==> src/rtl/ruas_ram.sv <==
// Generic RAM with one write port and one registered read port.
`timescale 1ns / 1ps
`default_nettype none
module ruas_ram #(
    parameter int WIDTH = 8,
    parameter int DEPTH = 16
) (
    input  wire logic                     clk,
    input  wire logic                     we,
    input  wire logic [$clog2(DEPTH)-1:0] waddr,
    input  wire logic [WIDTH-1:0]         wdata,
    input  wire logic [$clog2(DEPTH)-1:0] raddr,
    output logic      [WIDTH-1:0]         rdata
);
    logic [WIDTH-1:0] mem [DEPTH];

    // Write and registered read
    always_ff @(posedge clk)
    begin
        if (we)
        begin
            mem[waddr] <= wdata;
        end
        rdata <= mem[raddr];
    end
endmodule
`default_nettype wire

==> config.mk <==
export PLATFORM = sky130hd
export DESIGN_NAME = ruas_ram
export DESIGN_NICKNAME = d
export VERILOG_FILES = /design/src/rtl/ruas_ram.sv
export SDC_FILE = /design/constraint.sdc
export NUM_CORES = 1
export LEC_CHECK = 0
export BUFFER_PORTS_ARGS = -buffer_cell sky130_fd_sc_hd__buf_2
export CELL_PAD_IN_SITES_DETAIL_PLACEMENT = 1
export CELL_PAD_IN_SITES_GLOBAL_PLACEMENT = 2
export CORE_AREA = 2 2 103 105
export DETAILED_ROUTE_END_ITERATION = 10
export DIE_AREA = 0 0 105 107
export GPL_ROUTABILITY_DRIVEN = 0
export PLACE_DENSITY = 0.9
export RECOVER_POWER = 50
export SLEW_MARGIN = 20
export SYNTH_ARGS = -nofsm -noshare
export SYNTH_HDL_FRONTEND = slang
export SYNTH_SLANG_ARGS = --single-unit
export TNS_END_PERCENT = 100
==> constraint.sdc <==
create_clock -name clk -period 2.7 [get_ports clk]
set_input_delay 0.54 -clock clk [delete_from_list [all_inputs] [get_ports clk]]
set_output_delay 0.54 -clock clk [all_outputs]
set_load 0.02 [all_outputs]
* After elaboration in Yosys (flattened, before gate mapping)
Memory sizes are Yosys's and may differ from the RTL's. A register that Yosys moved wholly into a read port is not among the register bits. Index checks and enable logic that the tools add are counted.
Storage, ports and cells: register bits 0, bits in latches 0, RAM bits 128, ROM bits 0, input port bits 18, memories kept 1
Memories:
- mem | depth 16, bits a word 8, read ports 1, clocked after Yosys merged registers in 1, wr ports 1, line 15 | logic [WIDTH-1:0] mem [DEPTH];
Cells by class: $add $sub $neg 0, multiply operators 0, divide/modulo/power cells 0, $lt $le $gt $ge 0, equal/unequal tests 0, shift operators 0, multiplexer cells 2, bitwise logic cells 0, reduce and logical (&&, ||, !) cells 0
Operators by type and width (number):
- 2-to-1 mux 1 bit | 2

* Logic depth before layout (Yosys ltp)
Gate-level depths: netlist (run 1).
depth after elaboration 2, mapped depth 5, mapped depth without buffers 3

* Least setup slack after synthesis (run 1)
No wires, ideal clock.
path kind input to register, start point input port waddr[2], end point memory mem[0][0] (enable), library setup time 0.383 ns, arrival 1.650 ns, slack 0.667 ns, cell stages on the path 2, buffers on the path 0, cells stage by stage or3b_2 > nor3_1
RTL lines:
- start: declaration | line 10 | input wire logic [$clog2(DEPTH)-1:0] waddr,
- end: declaration | line 15
No word-level cell before the write port.

* Worst setup path after layout (run 1)
start point register rdata[5], read port of mem, end point output port rdata[5]
RTL lines:
- start: declaration | line 13 | output logic [WIDTH-1:0] rdata
No word-level cell between the ends.

==> flow_metrics.py, run 1 <==
metrics = {
    "synthesis": {
        "synth_top_cells_by_area": "edfxtp_1 75%, mux4_2 7.9%, mux4_1 7.1%, dfxtp_1 3.1%, a22oi_1 2.3%",
        "yosysWarnings": 0,
        "postSynth.asyncResetShare_pct": 0,
        "synth_top_family_by_area": "multiplexers",
        "synth_largest_area_cell": "edfxtp_1",
        "ys_ff_latch": 136,
        "synth_compound_area_share_pct": 2.33,
        "synth.top_cell.area_share_pct": 74.7,
        "synth_cell_type_count": 19,
        "synthSimpleGateAreaFrac_pct": 3.18,
        "ys_seq_area_share_pct": 77.8,
        "synth_common_cells": "128 x edfxtp_1, 18 x mux4_2, 16 x a22oi_1, 14 x mux4_1, 13 x nor2_1",
        "synthXorXnorAreaFrac_pct": 0,
        "synth_edf_count": 128,
        "synthFlopType": "edfxtp_1",
        "syn_area_um2": 5150,
        "synth_nets": 247,
        "yosysMostFrequentCell": "edfxtp_1",
        "syn_inst": 229,
        "synth-adder-area-share_pct": 0,
        "postSynthAreaPerCell_um2": 22.5,
        "synthMuxAreaShare_pct": 15.0,
    },
    "sta": {
        "setup_viol": 0,
        "skew_ns": 0.00880,
        "finalSetupTns_ns": 0,
        "period_minus_slack_ns": 1.62,
        "holdWs_ns": 0.577,
        "tightest_slew_ns": 0.746,
        "min_period_over_period_pct": 60.1,
        "relSlewSlack_pct": 50.2,
        "fmax_mhz": 616,
        "drv_slew": 0,
        "finalHoldViolations": 0,
        "grt_setup_unrepaired": "false",
    },
    "clocking": {
        "cts-resized-gates": 0,
        "holdBufCountCts": 0,
        "postCtsSetupBuffers": 0,
        "cts_num_sinks": 136,
        "clk_pin_slew_ns": 0.06,
        "cts_inserted_buffers": 17,
        "clk_latency_ns": 0.52,
        "clockRootBuffer": "clkbuf_8",
        "cts_tree": "done",
        "ctsLongestPathBuffers": 2,
        "h-tree-depth": 4,
    },
    "cells_and_area": {
        "diodes": 0,
        "areaGrowthSynthToFinish_pct": 17.0,
        "final_area_um2": 6020,
        "nNetsFinal": 296,
        "fin_cells": 427,
        "drive_above_1_share_pct": 25.8,
    },
    "global_route": {
        "grt_max_degree": 33,
        "grt-ovfl-total": 0,
        "grt_antenna_before_repair": 0,
        "grt_usage_pct": 21.3,
        "grt_pass1_vias": 2684,
        "grt_pass1_wl_um": 16400,
    },
    "power_and_ir_drop": {
        "ir_worst_vdd_mv": 0.487,
        "power.density_nw_per_um2": 787,
        "p_leak_nw": 2.02,
        "power_w": 0.00474,
    },
    "worst_setup_path": {
        "critPathLaunch": "rdata[5]$_DFF_P_",
        "critPathKind": "reg2out",
        "path_depth": 1,
        "path_cells": "buf_2",
        "r2r_start": "mem[0][4]$_DFFE_PP_",
        "arrival_ns": 1.08,
        "crit_family": "flip-flops",
        "crit_slowest_cell": "dfxtp_1",
        "crit_buf_inv": 1,
        "crit_end": "rdata[5]",
        "r2r-end": "rdata[4]$_DFF_P_",
        "max_stage_delay_ns": 0.38,
        "start_kind": "flip-flop",
        "end_kind": "output pin",
        "critical_path.max_fanout": 1,
        "cp.required_ns": 2.16,
        "reg2reg_slack_ns": 1.23,
        "r2r_cells": 3,
    },
    "drt": {
        "viasPerCell": 5.70,
        "drt-met1-wl_um": 4500,
        "wl_um": 10900,
        "drt_iter0_drc": 213,
        "dr_wl_met2_um": 5510,
        "vias": 2436,
        "dr.pass1.iters": 4,
        "route.top_layer_used": "met4",
        "routedWlPerCell_um": 25.6,
        "drc_errors": 0,
        "ant_nets": 0,
        "wl_met3_um": 669,
    },
    "floorplanning": {
        "start_util_pct": 51.0,
        "io_pins": 26,
        "die_x_um": 105,
        "fp.coreArea_um2": 10100,
        "die_area_um2": 11200,
        "rows": 37,
        "die_h_um": 107,
    },
    "placement": {
        "post-dp-hpwl_um": 6780,
        "port_buffers": 25,
        "dpl.cell_count": 395,
        "dpl_cell_area_um2": 5490,
    },
    "run_status": {
        "status": "finished, final reports clean",
    },
    "min_path": {
        "min_path_type": "in2reg",
    },
    "job": {
        "cap_violations": 0,
    },
}
metrics by stage:
step	utilization (%)	worst slack, ns
after global placement	54.4	0.659
final	59.7	1.08
after global routing	59.7	1.04
after floorplan	-	0.667
after CTS	59.9	1.07
after detailed placement	54.4	0.542
report_power, final:
| part | total, W | switching [W] | internal, W |
|---|---|---|---|
| clock | 0.00213 | 0.000801 | 0.00132 |
| sequential | 0.00238 | 0.0000164 | 0.00236 |
| combinational | 0.000234 | 0.000143 | 0.0000907 |
| total | 0.00474 | 0.000960 | 0.00378 |
area by class of cell:
class	instances	area, µm²
multi-input cells	83	1060
fillers	902	4070
well taps	136	170
clock buffers	22	443
flip-flops and latches	136	4000
repair buffers	40	244
clock inverters	10	104
flip-flops by register name, summed over array words and instances, names as in the netlist:
name / flops
mem: 128
rdata: 8
layer usage:
metal / GRT usage, % / up-vias
met1: 28.0 / 1262
met3: 5.84 / 18
met5: 0 / -
li1: - / 1070
met4: 8.95 / 0
met2: 33.8 / 86
cells in the final DEF (no fill, tap or decap):
master and count:
clkbuf_1 15, nand2_1 9, nand2b_1 2, and2_1 1, buf_12 2, clkinv_1 1
a22oi_1 16, mux4_1 14, nand3_1 1, clkbuf_8 2, edfxtp_1 128, or3b_2 1
bufinv_16 2, buf_2 16, and2b_1 1, clkinvlp_4 2, buf_4 11, clkbuf_16 16
clkinv_2 5, dfxtp_1 8, nor2_1 13, nor2b_1 1, nor3_1 4, nand3b_1 2
mux4_2 18
how the worst min path moves through the flow:
| stage | startpoint | to | slack (ns) | depth (start not counted) |
|---|---|---|---|---|
| 2_1_floorplan | mem[7][0]$_DFFE_PP_ | rdata[0]$_DFF_P_ | 0.63 | 3 |
| 3_3_place_gp | mem[14][4]$_DFFE_PP_ | rdata[4]$_DFF_P_ | 0.65 | 3 |
| 3_5_place_dp | mem[14][4]$_DFFE_PP_ | rdata[4]$_DFF_P_ | 0.67 | 3 |
| 4_1_cts | wdata[6] | mem[1][6]$_DFFE_PP_ | 0.39 | 1 |
| 5_1_grt | waddr[0] | mem[0][4]$_DFFE_PP_ | 0.57 | 3 |
| 6_report | wdata[6] | mem[1][6]$_DFFE_PP_ | 0.58 | 1 |
cells by family (layout without fill, tap and decap cells):
| family | count (synthesis) | after routing |
|---|---|---|
| AO/OA/AOI/OAI | 16 | 16 |
| buffers and inverters | 10 | 72 |
| flip-flops | 136 | 136 |
| multiplexers | 32 | 32 |
| AND/OR/NAND/NOR | 35 | 35 |
No activity file was read; power rests on OpenSTA's default activity.
==> run 2, diff against run 1 <==
Settings changed: CORE_AREA 2 2 103 105 to 2 2 107 109, DIE_AREA 0 0 105 107 to 0 0 109 111, PLACE_DENSITY 0.9 to 0.85.
Clock period 2.7 ns to 1.6 ns, I/O delays scaled along.
==> flow_metrics.py, run 2 (same netlist as run 1, synthesis figures left out) <==
metrics = {
    "cells_and_area": {
        "final_cell_mix": "128 x edfxtp_1, 20 x buf_4, 18 x mux4_2",
        "drive_above_1_share_pct": 30.9,
        "largest_reg_flops": 128,
        "layout_commonest_cell": "edfxtp_1",
        "diodes": 0,
        "areaGrowthSynthToFinish_pct": 20.5,
        "post-route-util_pct": 56.0,
        "nNetsFinal": 309,
        "fin_cells": 447,
        "regMostFlops": "mem",
        "reg_top3": "mem (128), rdata (8)",
    },
    "sta": {
        "worst_slack_ns": 0.160,
        "fmax_mhz": 694,
        "finalHoldViolations": 0,
        "skew_ns": 0.0131,
        "setup_viol": 0,
        "period_minus_slack_ns": 1.44,
        "grt_setup_unrepaired": "false",
        "min_period_over_period_pct": 90.0,
        "relSlewSlack_pct": 44.4,
        "tightest_slew_ns": 0.834,
        "drv_slew": 0,
        "finalSetupTns_ns": 0,
    },
    "clocking": {
        "h-tree-depth": 4,
        "holdBufCountCts": 0,
        "clockRootBuffer": "clkbuf_16",
        "clk_latency_ns": 0.42,
        "cts-resized-gates": 0,
        "cts_tree": "done",
        "cts_inserted_buffers": 17,
        "clk_pin_slew_ns": 0.07,
        "postCtsSetupBuffers": 0,
        "cts_num_sinks": 136,
        "ctsLongestPathBuffers": 2,
    },
    "placement": {
        "dpl.cell_count": 415,
        "place_ws_ns": -0.149,
        "port_buffers": 25,
        "post-dp-hpwl_um": 7060,
    },
    "worst_setup_path": {
        "start_kind": "flip-flop",
        "arrival_ns": 1.74,
        "critical_path.max_fanout": 1,
        "critPathKind": "reg2reg",
        "cp.required_ns": 1.90,
        "end_kind": "flip-flop",
    },
    "floorplanning": {
        "die_x_um": 109,
        "die_h_um": 111,
        "start_util_pct": 46.5,
        "fp.coreArea_um2": 11100,
        "rows": 39,
        "die_area_um2": 12100,
        "io_pins": 26,
    },
    "global_route": {
        "grt_pass1_wl_um": 17900,
        "grt-ovfl-total": 0,
        "grt_pass1_vias": 2796,
        "grt_usage_pct": 21.7,
        "grt_max_degree": 23,
        "grt_antenna_before_repair": 0,
    },
    "job": {
        "cap_violations": 0,
    },
    "power_and_ir_drop": {
        "ir_worst_vdd_mv": 0.748,
        "power.density_nw_per_um2": 1340,
        "p_leak_nw": 2.09,
        "power_w": 0.00830,
    },
    "drt": {
        "viasPerCell": 5.64,
        "drt_iter0_drc": 212,
        "drc_errors": 0,
        "ant_nets": 0,
        "routedWlPerCell_um": 26.4,
        "vias": 2521,
        "wl_um": 11800,
        "dr.pass1.iters": 4,
    },
    "min_path": {
        "min_path_type": "in2reg",
    },
    "run_status": {
        "status": "finished, final reports clean",
    },
}
-- run 2: cell type report --
| type | count | area [µm²] |
|---|---|---|
| clock buffers | 17 | 425 |
| clock inverters | 15 | 166 |
| fillers | 977 | 4880 |
| multi-input cells | 83 | 1060 |
| flip-flops and latches | 136 | 4000 |
| well taps | 143 | 179 |
| repair buffers | 53 | 364 |
-- run 2: metrics by stage --
stage	area, µm²	hold slack, ns
finish	6200	0.421
global route	6200	0.456
CTS	6220	0.264
detailed placement	5630	0.658
global placement	5630	0.650
floorplan	5150	0.419
-- run 2: power breakdown --
part / internal, W / switching [W]
combinational: 0.000176 / 0.000249
sequential: 0.00398 / 0.0000262
clock: 0.00232 / 0.00154
-- run 2: path summary, 6_finish.rpt --
check                           depth (start not counted)  slack [ns]                 start              endpoint
worst max-delay path                                    4        0.16   mem[0][4]$_DFFE_PP_      rdata[4]$_DFF_P_
worst max register to register                          4        0.16   mem[0][4]$_DFFE_PP_      rdata[4]$_DFF_P_
worst min-delay path                                    1        0.42              wdata[1]  mem[11][1]$_DFFE_PP_
worst min register to register                          3        0.68  mem[15][7]$_DFFE_PP_      rdata[7]$_DFF_P_
-- run 2: worst max-delay path, stage by stage (launching register included) --
cell,delay [ns]
edfxtp_1,0.42
mux4_2,0.48
a22oi_1,0.23
buf_4,0.15
nand2_1,0.05
-- run 2: metal layers --
metal	vias up	track usage [%]	routed length, µm
li1	1101	-	-
met1	1311	28.9	4750
met2	101	35.2	6200
met3	8	5.70	722
met4	0	6.24	117
met5	-	0	0
==> run 3, diff against run 2 <==
--- a/config.mk
+++ b/config.mk
@@ -10,7 +10,8 @@
 export CELL_PAD_IN_SITES_GLOBAL_PLACEMENT = 2
-export CORE_AREA = 2 2 107 109
+export CORE_AREA = 2 2 110 112
+export CTS_CLUSTER_SIZE = 12
 export DETAILED_ROUTE_END_ITERATION = 10
-export DIE_AREA = 0 0 109 111
+export DIE_AREA = 0 0 112 114
 export GPL_ROUTABILITY_DRIVEN = 0
-export PLACE_DENSITY = 0.85
+export PLACE_DENSITY = 0.81
 export RECOVER_POWER = 50
==> constraint.sdc (replaced) <==
create_clock -name clk -period 1.6 [get_ports clk]
set_input_delay 0.4 -clock clk [delete_from_list [all_inputs] [get_ports clk]]
set_output_delay 0.4 -clock clk [all_outputs]
set_load 0.02 [all_outputs]
==> flow_metrics.py, run 3 (same netlist as run 1, synthesis figures left out) <==
metrics = {
    "run_status": {
        "status": "finished, final reports clean",
    },
    "sta": {
        "skew_ns": 0.00658,
        "grt_setup_unrepaired": "false",
        "period_minus_slack_ns": 1.47,
        "setup_viol": 0,
        "worst_slack_ns": 0.127,
        "drv_slew": 0,
        "finalHoldViolations": 0,
        "min_period_over_period_pct": 92.1,
        "relSlewSlack_pct": 46.9,
        "tightest_slew_ns": 0.795,
        "fmax_mhz": 679,
    },
    "clocking": {
        "clk_pin_slew_ns": 0.05,
        "holdBufCountCts": 0,
        "cts_inserted_buffers": 17,
        "postCtsSetupBuffers": 0,
        "cts_num_sinks": 136,
        "h-tree-depth": 4,
        "cts_tree": "done",
        "ctsLongestPathBuffers": 2,
        "cts-resized-gates": 0,
        "clockRootBuffer": "clkbuf_16",
        "clk_latency_ns": 0.41,
    },
    "floorplanning": {
        "die_h_um": 114,
        "rows": 40,
        "start_util_pct": 44.0,
        "die_x_um": 112,
        "io_pins": 26,
        "die_area_um2": 12800,
        "fp.coreArea_um2": 11700,
    },
    "global_route": {
        "grt_pass1_vias": 2665,
        "grt_antenna_before_repair": 0,
        "grt_usage_pct": 17.8,
        "grt_pass1_wl_um": 16000,
        "grt_max_degree": 17,
        "grt-ovfl-total": 0,
    },
    "drt": {
        "viasPerCell": 5.54,
        "ant_nets": 0,
        "drt_iter0_drc": 249,
        "dr.pass1.iters": 4,
        "drc_errors": 0,
        "wl_um": 10700,
        "vias": 2475,
        "routedWlPerCell_um": 23.9,
    },
    "worst_setup_path": {
        "r2r_start": "mem[15][6]$_DFFE_PP_",
        "cp.required_ns": 1.88,
        "critical_path.max_fanout": 14,
        "end_kind": "flip-flop",
        "critPathKind": "in2reg",
        "r2r_cells": 3,
        "start_kind": "input pin",
        "reg2reg_slack_ns": 0.20,
        "arrival_ns": 1.75,
        "r2r-end": "rdata[6]$_DFF_P_",
    },
    "placement": {
        "place_ws_ns": -0.284,
        "port_buffers": 25,
        "post-dp-hpwl_um": 6710,
    },
    "job": {
        "cap_violations": 0,
    },
    "cells_and_area": {
        "reg_top3": "mem (128), rdata (8)",
        "largest_reg_flops": 128,
        "areaGrowthSynthToFinish_pct": 21.3,
        "drive_above_1_share_pct": 29.7,
        "regMostFlops": "mem",
        "nNetsFinal": 306,
        "layout_commonest_cell": "edfxtp_1",
        "post-route-util_pct": 53.3,
        "diodes": 0,
        "final_cell_mix": "128 x edfxtp_1, 18 x mux4_2, 18 x buf_4",
    },
    "power_and_ir_drop": {
        "p_leak_nw": 2.13,
        "ir_worst_vdd_mv": 0.814,
        "power.density_nw_per_um2": 1370,
    },
    "min_path": {
        "holdPathStages": 1,
        "hold_start": "wdata[1]",
        "min_path_type": "in2reg",
        "hold_end": "mem[10][1]$_DFFE_PP_",
    },
}
[run 3: routing by layer]
layer,track usage (%),part of all wire [%],vias to the layer above
li1,-,-,1088
met1,22.1,40,1285
met2,29.4,52,87
met3,5.10,6.5,15
met4,8.13,2.0,0
met5,0,0,-
[run 3: final cells by class]
type                    instances  area (µm²)
fillers                      1060        5470
flip-flops and latches        136        4000
multi-input cells              83        1060
clock buffers                  23         488
repair buffers                 50         360
well taps                     147         184
clock inverters                 8         144
[run 3: per-stage QoR]
stage               instance area [µm²]  TNS (ns)  hold slack (ns)  cells  total power, W
CTS                                6260         0            0.358    447         0.00861
global route                       6240         0            0.540    447         0.00878
finish                             6240         0            0.509    447         0.00854
global placement                   5630     -2.83            0.646    416         0.00449
floorplan                          5150     -1.98            0.499    229         0.00431
detailed placement                 5630     -3.63            0.664    416         0.00451
[run 3: worst max-delay path by stage]
stage                     depth (start not counted)  startpoint  slack [ns]             endpoint
after floorplan                                   2    waddr[2]       -0.07  mem[3][0]$_DFFE_PP_
after global placement                            6    raddr[0]       -0.28     rdata[7]$_DFF_P_
after detailed placement                          6    raddr[0]       -0.28     rdata[7]$_DFF_P_
after CTS                                         6    raddr[0]        0.13     rdata[7]$_DFF_P_
after global routing                              6    raddr[0]        0.11     rdata[7]$_DFF_P_
final                                             6    raddr[0]        0.13     rdata[7]$_DFF_P_
[run 3: power breakdown]
part | switching, W | total [W] | internal [W]
registers | 0.0000287 | 0.00402 | 0.00399
clock network | 0.00136 | 0.00412 | 0.00276
logic | 0.000237 | 0.000413 | 0.000176
total | 0.00162 | 0.00854 | 0.00692
[run 3: critical path, stage by stage]
cell,delay [ns]
buf_2,0.14
buf_12,0.17
buf_4,0.15
mux4_2,0.51
a22oi_1,0.28
nand2_1,0.10
